**config.mk**
```make
export PLATFORM = sky130hd
export DESIGN_NAME = prime_test_trial_division_core
export DESIGN_NICKNAME = d
export VERILOG_FILES = /design/src/ptd_pkg.sv /design/src/ptd_dp.sv /design/src/ptd_ctrl.sv /design/src/prime_test_trial_division_core.sv
export SDC_FILE = /design/constraint.sdc
export NUM_CORES = 1
export LEC_CHECK = 0
export BUFFER_PORTS_ARGS = -buffer_cell sky130_fd_sc_hd__buf_2
export CELL_PAD_IN_SITES_DETAIL_PLACEMENT = 0
export CELL_PAD_IN_SITES_GLOBAL_PLACEMENT = 2
export CORE_MARGIN = 2
export CORE_UTILIZATION = 46
export DETAILED_ROUTE_END_ITERATION = 7
export PLACE_DENSITY = 0.9
export SYNTH_ARGS = -nofsm -noshare
export SYNTH_HDL_FRONTEND = slang
export SYNTH_HIERARCHICAL = 1
export SYNTH_SLANG_ARGS = --single-unit
```
**constraint.sdc**
```tcl
create_clock -name clk -period 13.55 [get_ports clk]
set_input_delay 2.0325 -clock clk [delete_from_list [all_inputs] [get_ports clk]]
set_output_delay 2.0325 -clock clk [all_outputs]
set_load 0.005 [all_outputs]
```
**src/ptd_pkg.sv**
```systemverilog
// ----------------------------------------------------------------------------
// ptd_pkg
// shared widths, constants and control types of the trial-division prime test
// ----------------------------------------------------------------------------
`default_nettype none

package ptd_pkg;

  localparam int VALUE_W = 32;
  localparam int MAG_W   = VALUE_W - 1;
  localparam int DIV_W   = 17;
  localparam int REM_W   = DIV_W;
  localparam int SQ_W    = 2 * DIV_W;
  localparam int CNT_W   = $clog2(MAG_W);

  localparam logic [DIV_W-1:0] DIV_THREE = DIV_W'(3);
  localparam logic [DIV_W-1:0] DIV_FIRST = DIV_W'(5);
  localparam logic [DIV_W-1:0] DIV_PAIR  = DIV_W'(2);
  localparam logic [DIV_W-1:0] DIV_STEP  = DIV_W'(6);
  localparam logic [MAG_W-1:0] MAG_ONE   = MAG_W'(1);
  localparam logic [MAG_W-1:0] MAG_TWO   = MAG_W'(2);
  localparam logic [MAG_W-1:0] MAG_THREE = MAG_W'(3);
  localparam logic [CNT_W-1:0] CNT_LAST  = CNT_W'(MAG_W - 1);

  typedef enum logic [6:0] {
    S_IDLE  = 7'b0000001,
    S_CLASS = 7'b0000010,
    S_DIV   = 7'b0000100,
    S_CHK   = 7'b0001000,
    S_SQ    = 7'b0010000,
    S_CMP   = 7'b0100000,
    S_DONE  = 7'b1000000
  } state_t;

  typedef enum logic [1:0] {
    SEL_THREE = 2'd0,
    SEL_D     = 2'd1,
    SEL_D2    = 2'd2
  } div_sel_t;

  typedef struct packed {
    logic     load;
    logic     d_init;
    logic     d_adv;
    logic     sq_load;
    logic     div_start;
    div_sel_t div_sel;
    logic     div_step;
  } cmd_t;

  typedef struct packed {
    logic neg;
    logic le_one;
    logic two_three;
    logic even;
    logic div_last;
    logic rem_zero;
    logic sq_gt;
  } stat_t;

endpackage

`default_nettype wire

```
**src/ptd_dp.sv**
```systemverilog
// ----------------------------------------------------------------------------
// ptd_dp
// operand registers, wheel divisor, square compare and bit-serial remainder
// ----------------------------------------------------------------------------
`default_nettype none

module ptd_dp (
  input  wire logic                        clk,
  input  wire logic [ptd_pkg::VALUE_W-1:0] in_value,
  input  wire ptd_pkg::cmd_t               cmd,
  output ptd_pkg::stat_t                   stat
);

  logic [ptd_pkg::MAG_W-1:0] x_r;
  logic                      neg_r;
  logic [ptd_pkg::DIV_W-1:0] d_r;
  logic [ptd_pkg::DIV_W-1:0] div_r;
  logic [ptd_pkg::MAG_W-1:0] sh_r;
  logic [ptd_pkg::REM_W-1:0] rem_r;
  logic [ptd_pkg::CNT_W-1:0] cnt_r;
  logic [ptd_pkg::SQ_W-1:0]  sq_r;

  logic [ptd_pkg::REM_W:0]   rem_sh;
  logic [ptd_pkg::REM_W:0]   rem_nxt;
  logic [ptd_pkg::DIV_W-1:0] div_nxt;

  always_comb begin
    rem_sh = {rem_r, sh_r[ptd_pkg::MAG_W-1]};
    if (rem_sh >= {1'b0, div_r}) begin
      rem_nxt = rem_sh - {1'b0, div_r};
    end else begin
      rem_nxt = rem_sh;
    end
  end

  always_comb begin
    case (cmd.div_sel)
      ptd_pkg::SEL_THREE: div_nxt = ptd_pkg::DIV_THREE;
      ptd_pkg::SEL_D:     div_nxt = d_r;
      ptd_pkg::SEL_D2:    div_nxt = d_r + ptd_pkg::DIV_PAIR;
      default:            div_nxt = d_r;
    endcase
  end

  always_ff @(posedge clk) begin
    if (cmd.load) begin
      x_r   <= in_value[ptd_pkg::MAG_W-1:0];
      neg_r <= in_value[ptd_pkg::VALUE_W-1];
    end
    if (cmd.d_init) begin
      d_r <= ptd_pkg::DIV_FIRST;
    end else if (cmd.d_adv) begin
      d_r <= d_r + ptd_pkg::DIV_STEP;
    end
    if (cmd.sq_load) begin
      sq_r <= ptd_pkg::SQ_W'(d_r) * ptd_pkg::SQ_W'(d_r);
    end
    if (cmd.div_start) begin
      div_r <= div_nxt;
      sh_r  <= x_r;
      rem_r <= '0;
      cnt_r <= ptd_pkg::CNT_LAST;
    end else if (cmd.div_step) begin
      rem_r <= rem_nxt[ptd_pkg::REM_W-1:0];
      sh_r  <= {sh_r[ptd_pkg::MAG_W-2:0], 1'b0};
      cnt_r <= cnt_r - ptd_pkg::CNT_W'(1);
    end
  end

  assign stat.neg       = neg_r;
  assign stat.le_one    = (x_r <= ptd_pkg::MAG_ONE);
  assign stat.two_three = (x_r == ptd_pkg::MAG_TWO) || (x_r == ptd_pkg::MAG_THREE);
  assign stat.even      = ~x_r[0];
  assign stat.div_last  = (cnt_r == '0);
  assign stat.rem_zero  = (rem_r == '0);
  assign stat.sq_gt     = (sq_r > {{(ptd_pkg::SQ_W - ptd_pkg::MAG_W){1'b0}}, x_r});

endmodule

`default_nettype wire

```
**src/ptd_ctrl.sv**
```systemverilog
// ----------------------------------------------------------------------------
// ptd_ctrl
// sequencer: screening, divisor pair loop, result strobe
// ----------------------------------------------------------------------------
`default_nettype none

module ptd_ctrl (
  input  wire logic           clk,
  input  wire logic           rst_n,
  input  wire logic           start,
  input  wire ptd_pkg::stat_t stat,
  output ptd_pkg::cmd_t       cmd,
  output logic                busy,
  output logic                out_valid,
  output logic                out_is_prime
);

  ptd_pkg::state_t   state_r, state_nxt;
  ptd_pkg::div_sel_t sel_r, sel_nxt;
  logic              res_r, res_nxt;

  always_comb begin
    state_nxt = state_r;
    sel_nxt   = sel_r;
    res_nxt   = res_r;
    cmd       = '0;
    cmd.div_sel = sel_r;
    case (state_r)
      ptd_pkg::S_IDLE: begin
        if (start) begin
          cmd.load  = 1'b1;
          state_nxt = ptd_pkg::S_CLASS;
        end
      end
      ptd_pkg::S_CLASS: begin
        if (stat.neg || stat.le_one) begin
          res_nxt   = 1'b0;
          state_nxt = ptd_pkg::S_DONE;
        end else if (stat.two_three) begin
          res_nxt   = 1'b1;
          state_nxt = ptd_pkg::S_DONE;
        end else if (stat.even) begin
          res_nxt   = 1'b0;
          state_nxt = ptd_pkg::S_DONE;
        end else begin
          cmd.d_init    = 1'b1;
          cmd.div_start = 1'b1;
          cmd.div_sel   = ptd_pkg::SEL_THREE;
          sel_nxt       = ptd_pkg::SEL_THREE;
          state_nxt     = ptd_pkg::S_DIV;
        end
      end
      ptd_pkg::S_DIV: begin
        cmd.div_step = 1'b1;
        if (stat.div_last) begin
          state_nxt = ptd_pkg::S_CHK;
        end
      end
      ptd_pkg::S_CHK: begin
        if (stat.rem_zero) begin
          res_nxt   = 1'b0;
          state_nxt = ptd_pkg::S_DONE;
        end else begin
          case (sel_r)
            ptd_pkg::SEL_D: begin
              cmd.div_start = 1'b1;
              cmd.div_sel   = ptd_pkg::SEL_D2;
              sel_nxt       = ptd_pkg::SEL_D2;
              state_nxt     = ptd_pkg::S_DIV;
            end
            ptd_pkg::SEL_D2: begin
              cmd.d_adv = 1'b1;
              state_nxt = ptd_pkg::S_SQ;
            end
            default: begin
              state_nxt = ptd_pkg::S_SQ;
            end
          endcase
        end
      end
      ptd_pkg::S_SQ: begin
        cmd.sq_load = 1'b1;
        state_nxt   = ptd_pkg::S_CMP;
      end
      ptd_pkg::S_CMP: begin
        if (stat.sq_gt) begin
          res_nxt   = 1'b1;
          state_nxt = ptd_pkg::S_DONE;
        end else begin
          cmd.div_start = 1'b1;
          cmd.div_sel   = ptd_pkg::SEL_D;
          sel_nxt       = ptd_pkg::SEL_D;
          state_nxt     = ptd_pkg::S_DIV;
        end
      end
      ptd_pkg::S_DONE: begin
        state_nxt = ptd_pkg::S_IDLE;
      end
      default: begin
        state_nxt = ptd_pkg::S_IDLE;
      end
    endcase
  end

  always_ff @(posedge clk) begin
    if (!rst_n) begin
      state_r <= ptd_pkg::S_IDLE;
      sel_r   <= ptd_pkg::SEL_THREE;
      res_r   <= 1'b0;
    end else begin
      state_r <= state_nxt;
      sel_r   <= sel_nxt;
      res_r   <= res_nxt;
    end
  end

  assign busy         = (state_r != ptd_pkg::S_IDLE);
  assign out_valid    = (state_r == ptd_pkg::S_DONE);
  assign out_is_prime = res_r;

endmodule

`default_nettype wire

```
**src/prime_test_trial_division_core.sv**
```systemverilog
// ----------------------------------------------------------------------------
// prime_test_trial_division_core
// primality test of a signed 32-bit value by 6k-1 / 6k+1 trial division
// ----------------------------------------------------------------------------
// channel   ports                        handshake
// request   in_value[31:0]               start & !busy
// result    out_is_prime                 out_valid, one cycle, no backpressure
//
// negatives, 0, 1, 2, 3 and even values: decided in the classification state, no division
// otherwise one bit-serial remainder per divisor (3, then each pair)
// busy stays high from the accepted request through the result strobe
// reset returns the sequencer to idle and drops any request in flight
// ----------------------------------------------------------------------------
`default_nettype none

module prime_test_trial_division_core (
  input  wire logic                        clk,
  input  wire logic                        rst_n,
  input  wire logic                        start,
  output logic                             busy,
  input  wire logic [ptd_pkg::VALUE_W-1:0] in_value,
  output logic                             out_valid,
  output logic                             out_is_prime
);

  ptd_pkg::cmd_t  cmd;
  ptd_pkg::stat_t stat;

  ptd_ctrl u_ctrl (
    .clk          (clk),
    .rst_n        (rst_n),
    .start        (start),
    .stat         (stat),
    .cmd          (cmd),
    .busy         (busy),
    .out_valid    (out_valid),
    .out_is_prime (out_is_prime)
  );

  ptd_dp u_dp (
    .clk      (clk),
    .in_value (in_value),
    .cmd      (cmd),
    .stat     (stat)
  );

endmodule

`default_nettype wire

```
Word-level counts from Yosys, hierarchy flattened:

Cells that the tools add are included.

* logic and storage cells: 97
* output and inout port bits: 3
* bits in registers: 163

* eq/ne operators: 24
* reductions and logical operators: 10
* order comparisons: 3
* multiply operators: 1
* add/sub/neg operators: 4
* mux-type cells: 44

Operator list (number)
* $eq A31 B2 Y1 const B: 2
* $mux W31: 2
* $mux W7: 7
* $pmux W7 S6: 1
* $gt A34 B31 Y1: 1
* $mul A17 B17 Y34: 1
* $pmux W17 S2: 1
* $le A31 B1 Y1 const B: 1
* $ge A18 B17 Y1: 1
* $mux W3: 6
* $ne A2 B2 Y1 const B: 9
* $add A17 B2 Y17 const B: 1
* $add A17 B3 Y17 const B: 1
* $logic_not A17 Y1: 1
* $mux W17: 1
* $sub A17 B17 Y17: 1
* $mux W1: 16
* $mux W2: 6
* $pmux W3 S3: 1
* $eq A7 B1 Y1 const B: 1
* $eq A7 B2 Y1 const B: 1
* $eq A7 B3 Y1 const B: 1
* $eq A7 B4 Y1 const B: 1
* $eq A7 B5 Y1 const B: 1
* 19 further kinds: 21

Depth between registers and ports, before layout:

* depth in word-level cells: 7
* mapped depth: 24
* depth with buffers taken out: 23

By module:

Netlist, hierarchy kept.

Modules (own cells, without submodules)
* ptd_dp: seq. area each 4093.9 um2, area each 15478.6 um2, cells each 1531, times used 1
* ptd_ctrl: seq. area each 200.2 um2, area each 669.4 um2, cells each 78, times used 1

Worst setup path before layout:

Ideal clock, no wire load.

* path type: register -> register
* start point: reg u_dp/d_r[2] in the netlist's numbering
* end point: reg u_dp/sq_r[33] in the netlist's numbering, data pin
* buffers on the path: 2
* path slack: 7.223 ns
* setup time: 0.260 ns
* arrival time: 6.067 ns
* required time: 13.290 ns
* cell stages (with the launch flop): 24
* cell sequence: dfxtp_1 > clkbuf_1 > clkbuf_1 > nand2_1 > fa_1 > inv_1 > fa_1 > inv_1 > fa_1 > inv_1 > ha_1 > fa_1 > inv_1 > fa_1 > inv_1 > ha_1 > nand4_1 > or4_1 > nor4bb_4 > o21ai_4 > a41oi_4 > o21ba_2 > o21ai_2 > xnor2_1

* word-level cells in the longest chain between the ends: 1

Ends and longest elaborated chain
* from (decl): line ptd_dp.sv:16 `logic [ptd_pkg::DIV_W-1:0] d_r;`
* from (signal assigned): line ptd_dp.sv:51 `d_r <= ptd_pkg::DIV_FIRST;`
* from (signal assigned): line ptd_dp.sv:53 `d_r <= d_r + ptd_pkg::DIV_STEP;`
* $mul A17 B17 Y34: line ptd_dp.sv:56 `sq_r <= ptd_pkg::SQ_W'(d_r) * ptd_pkg::SQ_W'(d_r);`
* to (signal assigned): line ptd_dp.sv:56
* to (decl): line ptd_dp.sv:21 `logic [ptd_pkg::SQ_W-1:0] sq_r;`

No other way between the ends.
A chain may end at the register's enable or synchronous reset.

Final worst setup path:

* start point: reg u_dp/d_r[7] in the netlist's numbering
* end point: reg u_dp/sq_r[33] in the netlist's numbering, data pin

The elaborated chain is that of the path after synthesis.

==> metrics.csv <==
metric,value,unit
outcome,finished clean,
clk_latency,0.44,ns
diodes,0,
hold_viol,0,
drc,0,
dpl_cell_area,16800,µm²
ys_types,77,
postSynthAreaPerCell,10.0,µm²
port_buffers,37,
htree_levels,4,
yosys_warnings,6,
period_minus_slack,7.13,ns
wire_per_inst,17.5,µm
hold_start,u_dp/cnt_r[4],
syn-num-nets,1998,
hp-class,reg -> reg,
cts_num_sinks,159,
crit_required,13.74,ns
r2r-start,u_dp/d_r[7],
crit_start,u_dp/d_r[7],
grt_use_total,0.213,
peakVddDrop,112,µV
start_util,0.467,
synth-async-reset-ratio,0,
setup_viol,0,
post_cts_buffers,0,
routabilityCongestion,0.858,
fp-row-count,68,
fmax,140,MHz
p_per_area,89.7,nW/µm²
syn_to_final_growth,7.94,%
crit_path_end_kind,register,
route.detailed.vias_per_inst,5.30,
post_cts_resized,0,
ctsHoldBuffers,0,
worst_slew_pin_slew,1.23,ns
crit_type,reg -> reg,
p_leak,8.62,nW
synth_cells,1609,
drive_gt1_frac,0.0867,
worstPathMaxFanout,19,
wl,36.9,mm
setup_slack,6.42,ns
synth-seq-area-share,0.266,
start_kind,register,
grt_pass1_vias,11397,
drv_cap,0,
dieArea,36600,µm²
cts_buffers,17,
finalSetupTns,0,ns
cts-root-buf,clkbuf_16,
cts_buffer_depth,2,
fp.dieW,191,µm
drtIter0Drc,519,
synth_area,16100,µm²
grt_overflow,0,
finalCritPeriodShare,0.526,
firstDrtPassIters,5,
io_pins,38,
clkSlewWorstSetupHoldPaths,0.07,ns
grt_pass1_wl,59.9,mm
drv_slew,0,
core,34500,µm²
place.detailed.hpwl,29.1,mm
rsz0062_at_grt,no,
postRouteAntennaNets,0,
slew_headroom,0.174,
n_fill_cell,3235,
cts_tree,built,
ys_ff_latch,159,
clock_skew,0.0107,ns
synth_edf_count,111,
vias,11149,
fin_area,17400,µm²
synthFlopType,edfxtp_1,
nets,2026,
antenna_found_initial,0,
place_ws,6.39,ns
arrival,7.32,ns
die_h,191,µm
grt_max_degree,71,
[final timing paths]
| path | cells after the start | slack [ns] | end |
|---|---|---|---|
| worst max-delay path | 21 | 6.42 | u_dp/sq_r[33] |
| worst min-delay path | 2 | 0.52 | u_dp/cnt_r[4] |
| worst max register to register | 21 | 6.42 | u_dp/sq_r[33] |
| worst min register to register | 2 | 0.52 | u_dp/cnt_r[4] |
[synthesized netlist by cell type (6+ instances only)]
| master | n | share of area |
|---|---|---|
| a211oi_1 | 20 | 0.0093 |
| a21o_1 | 35 | 0.016 |
| a21oi_1 | 53 | 0.016 |
| a31oi_1 | 7 | 0.0027 |
| and2_1 | 27 | 0.010 |
| clkbuf_1 | 37 | 0.0086 |
| dfxtp_1 | 48 | 0.060 |
| edfxtp_1 | 111 | 0.21 |
| fa_1 | 193 | 0.24 |
| ha_1 | 161 | 0.12 |
| inv_1 | 330 | 0.077 |
| mux2_2 | 31 | 0.022 |
| mux2i_1 | 15 | 0.0093 |
| nand2_1 | 110 | 0.026 |
| nand2b_1 | 16 | 0.0062 |
| nand3_1 | 12 | 0.0037 |
| nand4_1 | 16 | 0.0062 |
| nor2_1 | 120 | 0.028 |
| nor2b_1 | 13 | 0.0050 |
| nor3_1 | 15 | 0.0046 |
| nor4_1 | 16 | 0.0062 |
| o21a_1 | 7 | 0.0033 |
| o21ai_0 | 39 | 0.012 |
| or2_2 | 6 | 0.0023 |
| xnor2_1 | 67 | 0.036 |
| xor2_1 | 13 | 0.0071 |
[where the power goes]
part | switching, mW | internal (mW)
registers | 0.0368 | 0.556
clock network | 0.222 | 0.275
logic | 0.285 | 0.188
total | 0.543 | 1.02
[layout make-up]
cell class | instances | area [µm²] | area share
Clock buffer | 18 | 429 | 0.0246
Clock inverter | 14 | 158 | 0.00904
Inverter | 334 | 1250 | 0.0719
Multi-Input combinational cell | 1072 | 10400 | 0.598
Sequential cell | 159 | 4290 | 0.246
Tap cell | 455 | 569 | 0.0327
Timing Repair Buffer | 53 | 305 | 0.0175
[layout by cell type, fill, tap and decap left out, types with 12 or more instances in the layout]
master,count
nor2_1,119
nor2b_1,13
buf_4,16
clkbuf_16,17
inv_1,330
mux2_2,31
xnor2_1,67
mux2i_1,15
a211oi_1,20
ha_1,161
nor3_1,15
nand2b_1,16
nand3_1,12
xor2_1,13
nand2_1,110
edfxtp_1,111
nor4_1,16
and2_1,27
dfxtp_1,48
a21oi_1,53
o21ai_0,38
buf_2,37
fa_1,193
nand4_1,16
a21o_1,35
[per-stage QoR]
| step | std cells | utilization | hold WS, ns | power, mW |
|---|---|---|---|---|
| 6_report | 2105 | 0.505 | 0.519 | 1.56 |
| 3_3_place_gp | 2073 | 0.488 | 0.445 | 1.08 |
| 3_5_place_dp | 2073 | 0.488 | 0.454 | 1.08 |
| 2_1_floorplan | 1609 | - | 0.455 | 0.949 |
| 5_1_grt | 2105 | 0.505 | 0.548 | 1.67 |
| 4_1_cts | 2105 | 0.505 | 0.516 | 1.59 |
[per-layer routing]
layer  routed length, µm  GRT usage
met5                   0          0
met2               18300      0.362
met4                 458     0.0485
met1               16300      0.283
met3                1820     0.0409
[critical path: stages (launching register included)]
cell and delay, ns:
dfxtp_1 0.88, clkinv_1 0.62, nor2_1 0.44, inv_1 0.10
fa_1 0.47, fa_1 0.53, fa_1 0.43, fa_1 0.54
inv_1 0.05, fa_1 0.47, inv_1 0.05, fa_1 0.52
inv_1 0.04, ha_1 0.36, a21oi_1 0.14, o21ai_0 0.14
a21oi_1 0.26, o21ai_4 0.11, a41oi_4 0.30, o21ba_2 0.22
o21ai_2 0.07, xnor2_1 0.13
[state kept, by name, summed over array words and instances (netlist names)]
register	count
u_ctrl/out_is_prime	1
u_ctrl/sel_r	2
u_ctrl/state_r	7
u_dp/cnt_r	5
u_dp/d_r	16
u_dp/div_r	16
u_dp/neg_r	1
u_dp/rem_r	17
u_dp/sh_r	31
u_dp/sq_r	32
u_dp/x_r	31
[cells by family (layout without fill, tap and decap cells)]
kind of cell               after synthesis  in the layout  share of synthesized area
muxes                                   46             46                     0.0309
and+or+nand+nor                        384            384                      0.117
buffers and inverters                  378            419                     0.0899
xor gates and xnor gates                80             80                     0.0434
AOI/OAI and AO/OA                      208            208                     0.0891
adders and majority gates              354            354                      0.364
DFF                                    159            159                      0.266
Power figures use the tool's default switching activity.
